[src/rtl/les_div_pipe.sv]
`timescale 1ns / 1ps

// restoring divider, one quotient bit per register stage, lanes share a divisor
module les_div_pipe #(
   parameter int NUM_W = 12,
   parameter int DEN_W = 12,
   parameter int LANES = 1,
   parameter int PAY_W = 1
) (
   input  logic             clock,
   input  logic             reset,
   input  logic             advance,
   input  logic             in_valid,
   input  logic [NUM_W-1:0] in_num [LANES],
   input  logic [DEN_W-1:0] in_den,
   input  logic [PAY_W-1:0] in_pay,
   output logic             out_valid,
   output logic [NUM_W-1:0] out_quo [LANES],
   output logic [DEN_W-1:0] out_rem [LANES],
   output logic [PAY_W-1:0] out_pay
);

   logic             vld_ff [NUM_W];
   logic [NUM_W-1:0] nq_ff  [NUM_W][LANES];
   logic [DEN_W-1:0] rem_ff [NUM_W][LANES];
   logic [DEN_W-1:0] den_ff [NUM_W];
   logic [PAY_W-1:0] pay_ff [NUM_W];

   for (genvar k = 0; k < NUM_W; k++) begin : g_stage
      logic             src_vld;
      logic [NUM_W-1:0] src_nq  [LANES];
      logic [DEN_W-1:0] src_rem [LANES];
      logic [DEN_W-1:0] src_den;
      logic [PAY_W-1:0] src_pay;
      logic [NUM_W-1:0] nq_in   [LANES];
      logic [DEN_W-1:0] rem_in  [LANES];

      if (k == 0) begin : g_first
         always_comb begin
            src_vld = in_valid;
            src_den = in_den;
            src_pay = in_pay;
            for (int l = 0; l < LANES; l++) begin
               src_nq[l]  = in_num[l];
               src_rem[l] = '0;
            end
         end
      end else begin : g_next
         always_comb begin
            src_vld = vld_ff[k-1];
            src_den = den_ff[k-1];
            src_pay = pay_ff[k-1];
            for (int l = 0; l < LANES; l++) begin
               src_nq[l]  = nq_ff[k-1][l];
               src_rem[l] = rem_ff[k-1][l];
            end
         end
      end

      always_comb begin
         logic [DEN_W:0] trial;
         logic [DEN_W:0] diff;
         logic           ge;
         for (int l = 0; l < LANES; l++) begin
            trial = {src_rem[l], src_nq[l][NUM_W-1]};
            diff  = trial - {1'b0, src_den};
            ge    = trial >= {1'b0, src_den};
            rem_in[l] = ge ? diff[DEN_W-1:0] : trial[DEN_W-1:0];
            nq_in[l]  = {src_nq[l][NUM_W-2:0], ge};
         end
      end

      always_ff @(posedge clock) begin
         if (reset) begin
            vld_ff[k] <= 1'b0;
         end else if (advance) begin
            vld_ff[k] <= src_vld;
         end
         if (advance) begin
            den_ff[k] <= src_den;
            pay_ff[k] <= src_pay;
            for (int l = 0; l < LANES; l++) begin
               nq_ff[k][l]  <= nq_in[l];
               rem_ff[k][l] <= rem_in[l];
            end
         end
      end
   end

   assign out_valid = vld_ff[NUM_W-1];
   assign out_pay   = pay_ff[NUM_W-1];
   always_comb begin
      for (int l = 0; l < LANES; l++) begin
         out_quo[l] = nq_ff[NUM_W-1][l];
         out_rem[l] = rem_ff[NUM_W-1][l];
      end
   end

endmodule

[config.mk]
export PLATFORM = sky130hd
export DESIGN_NAME = les_div_pipe
export DESIGN_NICKNAME = d
export VERILOG_FILES = /design/src/rtl/les_div_pipe.sv
export SDC_FILE = /design/constraint.sdc
export NUM_CORES = 1
export LEC_CHECK = 0
export BUFFER_PORTS_ARGS = -buffer_cell sky130_fd_sc_hd__buf_2
export CORE_ASPECT_RATIO = 0.75
export CORE_MARGIN = 2
export CORE_UTILIZATION = 60
export CTS_CLUSTER_SIZE = 25
export DETAILED_ROUTE_END_ITERATION = 6
export GPL_ROUTABILITY_DRIVEN = 0
export HOLD_SLACK_MARGIN = 0.08
export PLACE_DENSITY_LB_ADDON = 0.25
export SETUP_SLACK_MARGIN = 0.1
export SYNTH_ARGS = -nofsm -noshare
export SYNTH_HDL_FRONTEND = slang
export SYNTH_SLANG_ARGS = --single-unit
export TNS_END_PERCENT = 20
[constraint.sdc]
create_clock -name clock -period 2.9 [get_ports clock]
set_clock_uncertainty 0.2 [all_clocks]
set_input_delay 0.145 -clock clock [delete_from_list [all_inputs] [get_ports clock]]
set_output_delay 0.145 -clock clock [all_outputs]
set_load 0.01 [all_outputs]
---- Word level (Yosys, flattened, before mapping) ----
Memories as Yosys holds them, arrays and structs flattened.
Cells that the tools add are included.
word-level totals
  bits in registers ....................... 0
  bits in latches ......................... 0
  memory bits (writable) .................. 456
  memory bits (read-only) ................. 0
  input port bits ......................... 29
  output and inout bits ................... 26
  word-level logic and storage cells ...... 71
  memories ................................ 5
operators by class
  $add $sub $neg .......................... 12
  multiply operators ...................... 0
  divide/modulo/power cells ............... 0
  magnitude comparators ................... 12
  eq/ne operators ......................... 0
  shift operators ......................... 0
  muxes and demuxes ....................... 30
  bitwise logic cells ..................... 12
  reductions and logical operators ........ 0
memory list
  name    depth  bits a word  read ports  clocked after Yosys merged registers in  wr ports  line  text
  den_ff  12     12           11          0                                        12        26    logic [DEN_W-1:0] den_ff [NUM_W];
  nq_ff   12     12           12          0                                        12        24    logic [NUM_W-1:0] nq_ff [NUM_W][LANES];
  rem_ff  12     12           12          0                                        12        25    logic [DEN_W-1:0] rem_ff [NUM_W][LANES];
  pay_ff  12     1            12          0                                        12        27    logic [PAY_W-1:0] pay_ff [NUM_W];
  vld_ff  12     1            12          0                                        12        23    logic vld_ff [NUM_W];
operators with widths
  cell                                              number
  12-bit 2-to-1 mux                                 12
  13-bit by 12-bit >= comparator with 1-bit output  11
  12-bit subtractor                                 11
  1-bit 2-to-1 mux                                  18
  1-bit by 12-bit >= comparator with 1-bit output   1
  1-bit bitwise OR                                  12
  1-bit by 12-bit subtractor with 12-bit output     1

---- Depth between registers and ports, before layout ----
Gate-level depths: netlist (run 1).
  word-level depth ........................ 4
  mapped depth ............................ 10
  gate-level depth less buffers ........... 9

---- Least setup slack after synthesis (run 1) ----
No wires, ideal clock.
  kind .................................... flip-flop to flip-flop
  start ................................... mem rem_ff[1][18] (netlist name)
  end ..................................... mem rem_ff[2][10] (netlist name), data pin
  library setup time ...................... 0.260 ns
  arrival ................................. 2.213 ns
  required time ........................... 2.440 ns
  path slack .............................. 0.227 ns
  cell stages (with the launch flop) ...... 9
  path buffers ............................ 1
  period minus slack after synthesis ...... 2.673 ns
  path through ............................ edfxtp_1 -> ha_1 -> and3_4 -> and2_4 -> a41oi_2 -> a21bo_2 -> a41oi_4 -> buf_12 -> mux2_4
RTL lines
  what         line
  from (decl)  25

==> results.yml, run 1 <==
sta:
  tightest_slew_ns: 0.677
  finalHoldViolCount: 0
  maxSlewHeadroom: 0.545
  period_minus_slack_ns: 2.90
  layout_setup_ws_ns: -0.00377
  post-route-period-util: 1.00
  drv_slew: 0
  rsz0062_at_grt: "true"
  fmax_ghz: 0.344
  setup_viol: 1
min_path:
  holdPathEnd: "nq_ff[0][1]"
  hold_path.class: "primary input to register"
  holdCritStartpoint: "in_num[0]"
  holdPathStages: 2
setup_path:
  required_ns: 3.00
  r2r_end: "rem_ff[3][20]"
  crit_arrival_ns: 3.00
  r2r-start: "rem_ff[3][7]"
  path_max_fanout: 6
  worstSetupPathType: "register to register"
  r2r_cells: 8
  cp-end-kind: "register"
  r2r_slack_ns: -0.004
  critPathLaunchType: "register"
final_layout:
  diodes: 0
  syn_to_final_growth_pct: 16.1
  fin_nets: 2006
  design_area_sq_um: 25800
  final_core_util: 0.701
  drive_gt1_frac: 0.196
clock_network:
  clk_pin_slew_ns: 0.06
  htreeDepth: 2
  cts-root-buf: "clkbuf_16"
  clock-sinks: 444
  cts_tree: "done"
  clk_path_buf_depth: 3
  numCtsBuffers: 44
  insertion_delay_ns: 0.56
power_and_ir_drop:
  p_seq_frac: 0.371
  switching_power_mw: 8.23
  p_total_mw: 25.6
  p_per_area_nw_per_um2: 991
  ir_worst_vdd_mv: 0.565
  swShare: 0.322
  internal_power_mw: 17.3
  p_leak_nw: 10.2
  power_frac_clock: 0.212
  comb_power_share: 0.417
route:
  routedWlPerCell_um: 17.8
  drtAntennaViolNets: 0
  vias_per_cell: 5.68
  routed_wl_um: 42200
  num_vias: 13467
  drc: 0
  dr.pass1.iters: 6
  drt_iter0_drc: 995
grt:
  grt_use_total: 0.219
  overflow: 0
  grt_start_max_net_pins: 90
  first_global_vias: 13080
  antenna_found_initial: 0
  grt_pass1_wl_um: 66900
yosys:
  yosysWarnings: 0
  ys_top_cells_by_area: "edfxtp_1 (60%), ha_1 (7.5%), mux2_2 (4.0%), inv_1 (3.1%), xnor2_1 (2.9%)"
  yosysTopAreaCellShare: 0.600
  synth_cells: 1653
  synth.distinct_cells: 67
  synth-edff-count: 444
  synth_area_leader_cell: "edfxtp_1"
  syn_nets: 1827
  synth_seq_cells: 444
  syn_area_sq_um: 22200
  synthArstFlopShare: 0
  avgSynthCellArea_sq_um: 13.4
  ys_seq_area_frac: 0.600
  ys.flop_type: "edfxtp_1"
floorplan:
  start_util: 0.604
  die_w_um: 226
  ios: 55
  die_h_um: 171
  core_area_sq_um: 36800
  num_rows: 61
  die_area_sq_um: 38600
run_status:
  violations: "setup timing"
  status: "finished with violations"
flow_run:
  cap_violations: 0
placed_design:
  place_area_sq_um: 23500
  pre_cts_ws_ns: -0.0778
  hpwlAfterDp_um: 28700
  port_buffers: 54
kinds of logic (layout without fill, tap and decap cells):
group	Yosys count	after routing	synth area share
compound gates	276	276	0.0900
xor+xnor	95	95	0.0375
fa+ha+maj	145	145	0.0854
buf+inv	209	421	0.0387
flops	444	444	0.600
mux	132	132	0.0686
simple gates	352	352	0.0797
area by class of cell:
type | count | area (sq um)
well taps | 504 | 631
repair buffers | 156 | 1370
clock inverters | 24 | 204
multi-input cells | 1000 | 8410
inverters | 186 | 698
flip-flops and latches | 444 | 13300
clock buffers | 55 | 1140
fillers | 2491 | 11000
routing by layer:
| layer | GRT usage | routed length (um) | vias up |
|---|---|---|---|
| met2 | 0.328 | 18300 | 421 |
| met3 | 0.0383 | 2600 | 67 |
| met4 | 0.0549 | 786 | 0 |
| met1 | 0.333 | 20500 | 6477 |
| met5 | 0 | 0 | - |
| li1 | - | - | 6502 |
power groups by stage:
stage | Clock [mW] | Combinational, mW | Sequential (mW)
floorplan | 0 | 7.34 | 9.35
global placement | 0 | 9.27 | 9.53
detailed placement | 0 | 9.63 | 9.55
CTS | 5.55 | 9.79 | 9.43
global route | 5.82 | 11.6 | 9.58
finish | 5.42 | 10.7 | 9.47
state kept, by name, indices dropped and copies added (netlist names):
| name | flops |
|---|---|
| vld_ff | 12 |
| nq_ff | 144 |
| pay_ff | 12 |
| den_ff | 132 |
| rem_ff | 144 |
synthesized netlist by cell type, types with 7 or more instances:
| master | instances |
|---|---|
| a211o_1 | 9 |
| a21o_1 | 13 |
| a21oi_1 | 85 |
| a221o_1 | 9 |
| a311oi_1 | 8 |
| a31oi_1 | 11 |
| and2_1 | 22 |
| and3_1 | 11 |
| buf_2 | 8 |
| edfxtp_1 | 444 |
| fa_1 | 11 |
| ha_1 | 134 |
| inv_1 | 186 |
| mux2_1 | 12 |
| mux2_2 | 78 |
| mux2_4 | 18 |
| mux2i_1 | 24 |
| nand2_1 | 76 |
| nand2b_1 | 15 |
| nand3_1 | 25 |
| nand4_1 | 8 |
| nor2_1 | 89 |
| nor2b_1 | 31 |
| nor3_1 | 32 |
| nor4_1 | 7 |
| o2111ai_1 | 8 |
| o21a_1 | 15 |
| o21ai_0 | 39 |
| o21bai_1 | 9 |
| o31ai_1 | 7 |
| o41ai_1 | 7 |
| xnor2_1 | 74 |
| xor2_1 | 21 |
placed cells by master (no fill, tap or decap), types with 11 or more instances in the layout:
cell           instances
fa_1                  11
o21a_1                15
buf_2                 53
nor2_1                88
a31oi_1               11
buf_4                 47
clkbuf_1              11
nand2b_1              15
inv_1                183
xnor2_1               74
edfxtp_1             444
o21ai_0               34
nor2b_1               25
a21oi_1               80
nand2_1               76
nor3_1                28
ha_1                 115
mux2i_1               23
and2_1                20
mux2_4                29
clkbuf_16             46
mux2_2                75
dlygate4sd3_1         37
xor2_1                21
a21o_1                13
and3_1                11
nand3_1               25
buf_12                15
critical path, stage by stage, from the launching register on:
cell and delay (ns):
edfxtp_1 0.42, ha_1 0.38, buf_4 0.17, a21oi_1 0.13, o21ai_1 0.12, a211o_1 0.35, a41oi_4 0.35, clkbuf_16 0.23
mux2_4 0.30
how the worst max path moves through the flow:
stage                  startpoint            end  slack (ns)  cells past startpoint
detailed placement   den_ff[3][8]  rem_ff[3][17]       -0.08                      9
finish               rem_ff[3][7]  rem_ff[3][20]      -0.004                      8
floorplan           rem_ff[1][18]  rem_ff[2][10]        0.23                      8
global route         den_ff[3][8]  rem_ff[3][20]       -0.09                      9
global placement     den_ff[3][8]  rem_ff[3][17]       -0.05                      9
CTS                  den_ff[2][8]  rem_ff[2][23]        0.05                      9
what timing repair did:
action                                 4_1_cts  5_1_grt
resized for setup                            4       79
pin swaps                                    1       16
endpoints found under the hold margin      116        0
setup endpoints to repair                   19      111
hold buffers                                37        0
setup buffers                                5       13
cloned                                       0        2
metrics by stage:
step / setup TNS, ns / hold WS, ns / std cells
floorplan: 0 / 0.0439 / 1653
global placement: -0.132 / 0.122 / 2233
detailed placement: -0.184 / 0.123 / 2233
CTS: 0 / 0.0813 / 2354
global route: -0.641 / 0.102 / 2369
finish: -0.00377 / 0.112 / 2369
Power figures use the tool's default switching activity.
==> run 2, diff against run 1 <==
Settings changed: BUFFER_PORTS_ARGS -buffer_cell sky130_fd_sc_hd__buf_2 to -buffer_cell sky130_fd_sc_hd__buf_4.
==> run 2 against run 1 <==
  * The flow now finishes without violations
  * Worst setup slack improved by 0.098 ns
  * Sequential share of layout area decreased by 0.40 points
  * Highest routed layer unchanged
  * Count of clock-buffer cells in the layout did not move
  * Critical path depth up 2
  * First-iteration DRC count increased by 12%
==> results.yml, run 2 (synthesis results as in run 1) <==
clock_network:
  htreeDepth: 2
  clock-sinks: 444
  cts-root-buf: "clkbuf_16"
  clk_pin_slew_ns: 0.06
  numCtsBuffers: 44
  insertion_delay_ns: 0.57
  cts_tree: "done"
  clk_path_buf_depth: 3
sta:
  maxSlewHeadroom: 0.603
  tightest_slew_ns: 0.594
  setup_viol: 0
  rsz0062_at_grt: "true"
  post-route-period-util: 0.968
  finalHoldViolCount: 0
  drv_slew: 0
  layout_setup_ws_ns: 0.0939
  period_minus_slack_ns: 2.81
  fmax_ghz: 0.356
route:
  routedWlPerCell_um: 18.1
  drc: 0
  drtAntennaViolNets: 0
  vias_per_cell: 5.73
  routed_wl_um: 43100
  drt_iter0_drc: 1117
  num_vias: 13626
  dr.pass1.iters: 5
power_and_ir_drop:
  p_leak_nw: 10.2
  p_per_area_nw_per_um2: 1000
  ir_worst_vdd_mv: 0.739
placed_design:
  port_buffers: 54
  pre_cts_ws_ns: -0.114
  hpwlAfterDp_um: 29200
grt:
  grt_util_met2: 0.333
  gr-max-usage-layer: "met1"
  use_met1: 0.339
  antenna_found_initial: 0
  grt_use_total: 0.222
  grt_pass1_wl_um: 67800
  grt_start_max_net_pins: 71
  first_global_vias: 13145
  overflow: 0
  use_met3: 0.0402
setup_path:
  r2r_slack_ns: 0.09
  cp-end-kind: "register"
  worstSetupPathType: "register to register"
  critPathLaunchType: "register"
  crit_arrival_ns: 2.92
  path_max_fanout: 7
  required_ns: 3.01
floorplan:
  num_rows: 61
  die_w_um: 226
  ios: 55
  core_area_sq_um: 36800
  start_util: 0.604
  die_area_sq_um: 38600
  die_h_um: 171
final_layout:
  diodes: 0
  syn_to_final_growth_pct: 17.0
  top_regs: "nq_ff: 144 flops, rem_ff: 144 flops, den_ff: 132 flops"
  fin_nets: 2013
  layout_commonest_cell: "edfxtp_1"
  drive_gt1_frac: 0.200
  layout_common_cells: "edfxtp_1 (444), inv_1 (184), ha_1 (113)"
  final_core_util: 0.706
flow_run:
  cap_violations: 0
min_path:
  hold_path.class: "primary input to register"
run_status:
  status: "finished, final reports clean"
==> run 2: final cells by class <==
cell class,instances,area (sq um)
multi-input combinational,1000,8370
fill,2494,10800
sequential,444,13300
clock inverter,24,270
clock buffer,55,1140
tap,504,631
timing repair buffer,163,1540
inverter,186,698
==> run 2: routing by layer <==
| layer | routed length (um) | vias to the layer above |
|---|---|---|
| met5 | 0 | - |
| li1 | - | 6521 |
| met1 | 20900 | 6648 |
| met2 | 18800 | 397 |
| met4 | 747 | 0 |
| met3 | 2690 | 60 |
==> run 2: worst paths after layout <==
| check | to | start | cells after the start |
|---|---|---|---|
| setup reg to reg | rem_ff[3][17] | den_ff[3][1] | 10 |
| setup / recovery | rem_ff[3][17] | den_ff[3][1] | 10 |
| hold reg to reg | nq_ff[2][40] | nq_ff[2][27] | 0 |
| hold / removal | nq_ff[0][1] | in_num[0] | 2 |
==> run 2: critical path, cell delays in order (launching register included) <==
cell,delay (ns)
edfxtp_1,0.46
inv_2,0.10
ha_4,0.20
nor2b_4,0.13
o2111ai_4,0.25
nand2_2,0.10
a211o_4,0.36
a41oi_4,0.17
buf_6,0.13
buf_12,0.13
mux2_4,0.33
==> run 2: report_power, final <==
part	total, mW	switching [mW]	internal [mW]
registers	9.49	0.649	8.84
clock network	5.63	2.38	3.26
logic	10.9	5.33	5.56
==> run 2: per-stage QoR <==
step	instance area [sq um]	instances	power, mW	setup TNS [ns]	hold WS (ns)
2_1_floorplan	22200	1653	16.7	0	0.0439
3_3_place_gp	23600	2237	18.9	-0.402	0.123
3_5_place_dp	23600	2237	19.3	-0.626	0.124
4_1_cts	25600	2363	25.4	0	0.0803
5_1_grt	26000	2376	27.4	0	0.0892
6_report	26000	2376	26.0	0	0.108
==> run 2: timing repair <==
item                                    4_1_cts  5_1_grt
endpoints found under the hold margin       117        0
pin swaps                                     4       13
hold buffers                                 34        0
endpoints found under the setup margin       26       96
cloned                                        1        1
setup buffers                                12       12
gates resized for setup                      21       59
==> run 3, diff against run 2 <==
Settings changed: CTS_CLUSTER_SIZE 25 to default, MAX_ROUTING_LAYER from default to met4.
==> run 3 against run 2 <==
  * Clock power about the same
  * Sequential share of layout area about the same
  * Worst hold slack gained 0.0010 ns
  * Critical path depth down 1
  * Register-to-register slack gained 0.02 ns
  * Largest power group unchanged
  * Highest routed layer unchanged
==> results.yml, run 3 (synthesis results as in run 1) <==
clock_network:
  clock-sinks: 444
  cts_tree: "done"
  numCtsBuffers: 44
  cts-root-buf: "clkbuf_16"
  clk_pin_slew_ns: 0.07
  clk_path_buf_depth: 3
  htreeDepth: 2
  insertion_delay_ns: 0.57
setup_path:
  cp-end-kind: "register"
  r2r_end: "rem_ff[3][17]"
  critPathLaunchType: "register"
  r2r_cells: 9
  r2r-start: "rem_ff[3][5]"
  required_ns: 3.01
  r2r_slack_ns: 0.12
  path_max_fanout: 7
  worstSetupPathType: "register to register"
  crit_arrival_ns: 2.89
power_and_ir_drop:
  ir_worst_vdd_mv: 0.735
  p_leak_nw: 10.2
  internal_power_mw: 17.7
  power_frac_clock: 0.217
  p_per_area_nw_per_um2: 1000
  swShare: 0.321
  p_seq_frac: 0.365
  comb_power_share: 0.419
  switching_power_mw: 8.36
  p_total_mw: 26.0
sta:
  setup_viol: 0
  finalHoldViolCount: 0
  layout_setup_ws_ns: 0.117
  tightest_slew_ns: 0.613
  post-route-period-util: 0.959
  maxSlewHeadroom: 0.590
  fmax_ghz: 0.359
  hold_ws_ns: 0.109
  drv_slew: 0
  rsz0062_at_grt: "true"
  period_minus_slack_ns: 2.78
final_layout:
  fin_nets: 2013
  fillerInstances: 2492
  drive_gt1_frac: 0.200
  register_area_sq_um: 13300
  multi_input_area_sq_um: 8380
  top_regs: "nq_ff: 144 flops, rem_ff: 144 flops, den_ff: 132 flops"
  layout_commonest_cell: "edfxtp_1"
  syn_to_final_growth_pct: 17.0
  diodes: 0
  layout_common_cells: "edfxtp_1 (444), inv_1 (184), ha_1 (113)"
placed_design:
  pre_cts_ws_ns: -0.114
  hpwlAfterDp_um: 29200
  port_buffers: 54
grt:
  overflow: 0
  first_global_vias: 13129
  antenna_found_initial: 0
  grt_use_total: 0.229
  grt_start_max_net_pins: 71
  grt_pass1_wl_um: 67900
route:
  routed_wl_um: 43100
  drc: 0
  drtAntennaViolNets: 0
  dr.pass1.iters: 5
  num_vias: 13618
  routedWlPerCell_um: 18.1
  vias_per_cell: 5.73
  drt_iter0_drc: 1100
floorplan:
  ios: 55
  core_area_sq_um: 36800
  start_util: 0.604
  num_rows: 61
  die_w_um: 226
  die_h_um: 171
  die_area_sq_um: 38600
min_path:
  hold_path.class: "primary input to register"
  holdCritStartpoint: "in_num[0]"
  holdPathEnd: "nq_ff[0][1]"
  holdPathStages: 2
run_status:
  status: "finished, final reports clean"
flow_run:
  cap_violations: 0
-- run 3: cell count changes in the layout (fill, tap and decap cells not counted) --
cell | before | now
ha_2 | 11 | 10
ha_4 | 10 | 11
-- run 3: critical path: stages (launching register included) --
cell and delay [ns]:
edfxtp_1 0.40, ha_1 0.36, buf_4 0.18, a21oi_1 0.16
o21ai_1 0.14, a211o_4 0.32, a41oi_4 0.17, buf_6 0.13
buf_12 0.13, mux2_4 0.32
-- run 3: metal layers --
metal | track usage | vias to the layer above | routed length (um)
met1 | 0.340 | 6644 | 20800
met3 | 0.0397 | 60 | 2680
li1 | - | 6518 | -
met2 | 0.332 | 396 | 18900
met5 | - | - | 0
met4 | 0.0515 | 0 | 724
-- run 3: power by group through the flow --
stage,Sequential [mW],Combinational (mW),Clock [mW]
floorplan,9.35,7.34,0
global placement,9.54,9.36,0
detailed placement,9.56,9.75,0
CTS,9.46,10.2,5.75
global route,9.60,11.8,6.00
finish,9.49,10.9,5.64
-- run 3: worst max-delay path by stage --
stage,startpoint,slack (ns),end,cells past startpoint
after detailed placement,den_ff[3][1],-0.11,rem_ff[3][17],9
after floorplan,rem_ff[1][18],0.23,rem_ff[2][10],8
after global placement,den_ff[3][1],-0.09,rem_ff[3][17],9
after global routing,den_ff[3][1],0.05,rem_ff[3][21],10
final,rem_ff[3][5],0.12,rem_ff[3][17],9
after CTS,rem_ff[2][7],0.07,rem_ff[2][14],8
-- run 3: metrics by stage --
| step | instance area (sq um) | TNS (ns) | instances | utilization |
|---|---|---|---|---|
| 6_report | 26000 | 0 | 2376 | 0.707 |
| 5_1_grt | 26000 | 0 | 2376 | 0.707 |
| 4_1_cts | 25600 | 0 | 2363 | 0.696 |
| 3_5_place_dp | 23600 | -0.626 | 2237 | 0.643 |
| 3_3_place_gp | 23600 | -0.402 | 2237 | 0.643 |
| 2_1_floorplan | 22200 | 0 | 1653 | - |
-- run 3: area by class of cell --
class | instances | area share
flip-flops and latches | 444 | 0.513
multi-input cells | 1000 | 0.323
repair buffers | 163 | 0.0591
clock buffers | 55 | 0.0439
inverters | 186 | 0.0269
well taps | 504 | 0.0243
clock inverters | 24 | 0.0104
-- run 3: repair_timing --
item,4_1_cts,5_1_grt
resized for setup,21,60
hold buffers,34,0
buffers inserted,12,12
gates cloned,1,1
endpoints found under the setup margin,26,96
pin swaps,4,13
endpoints found under the hold margin,117,0
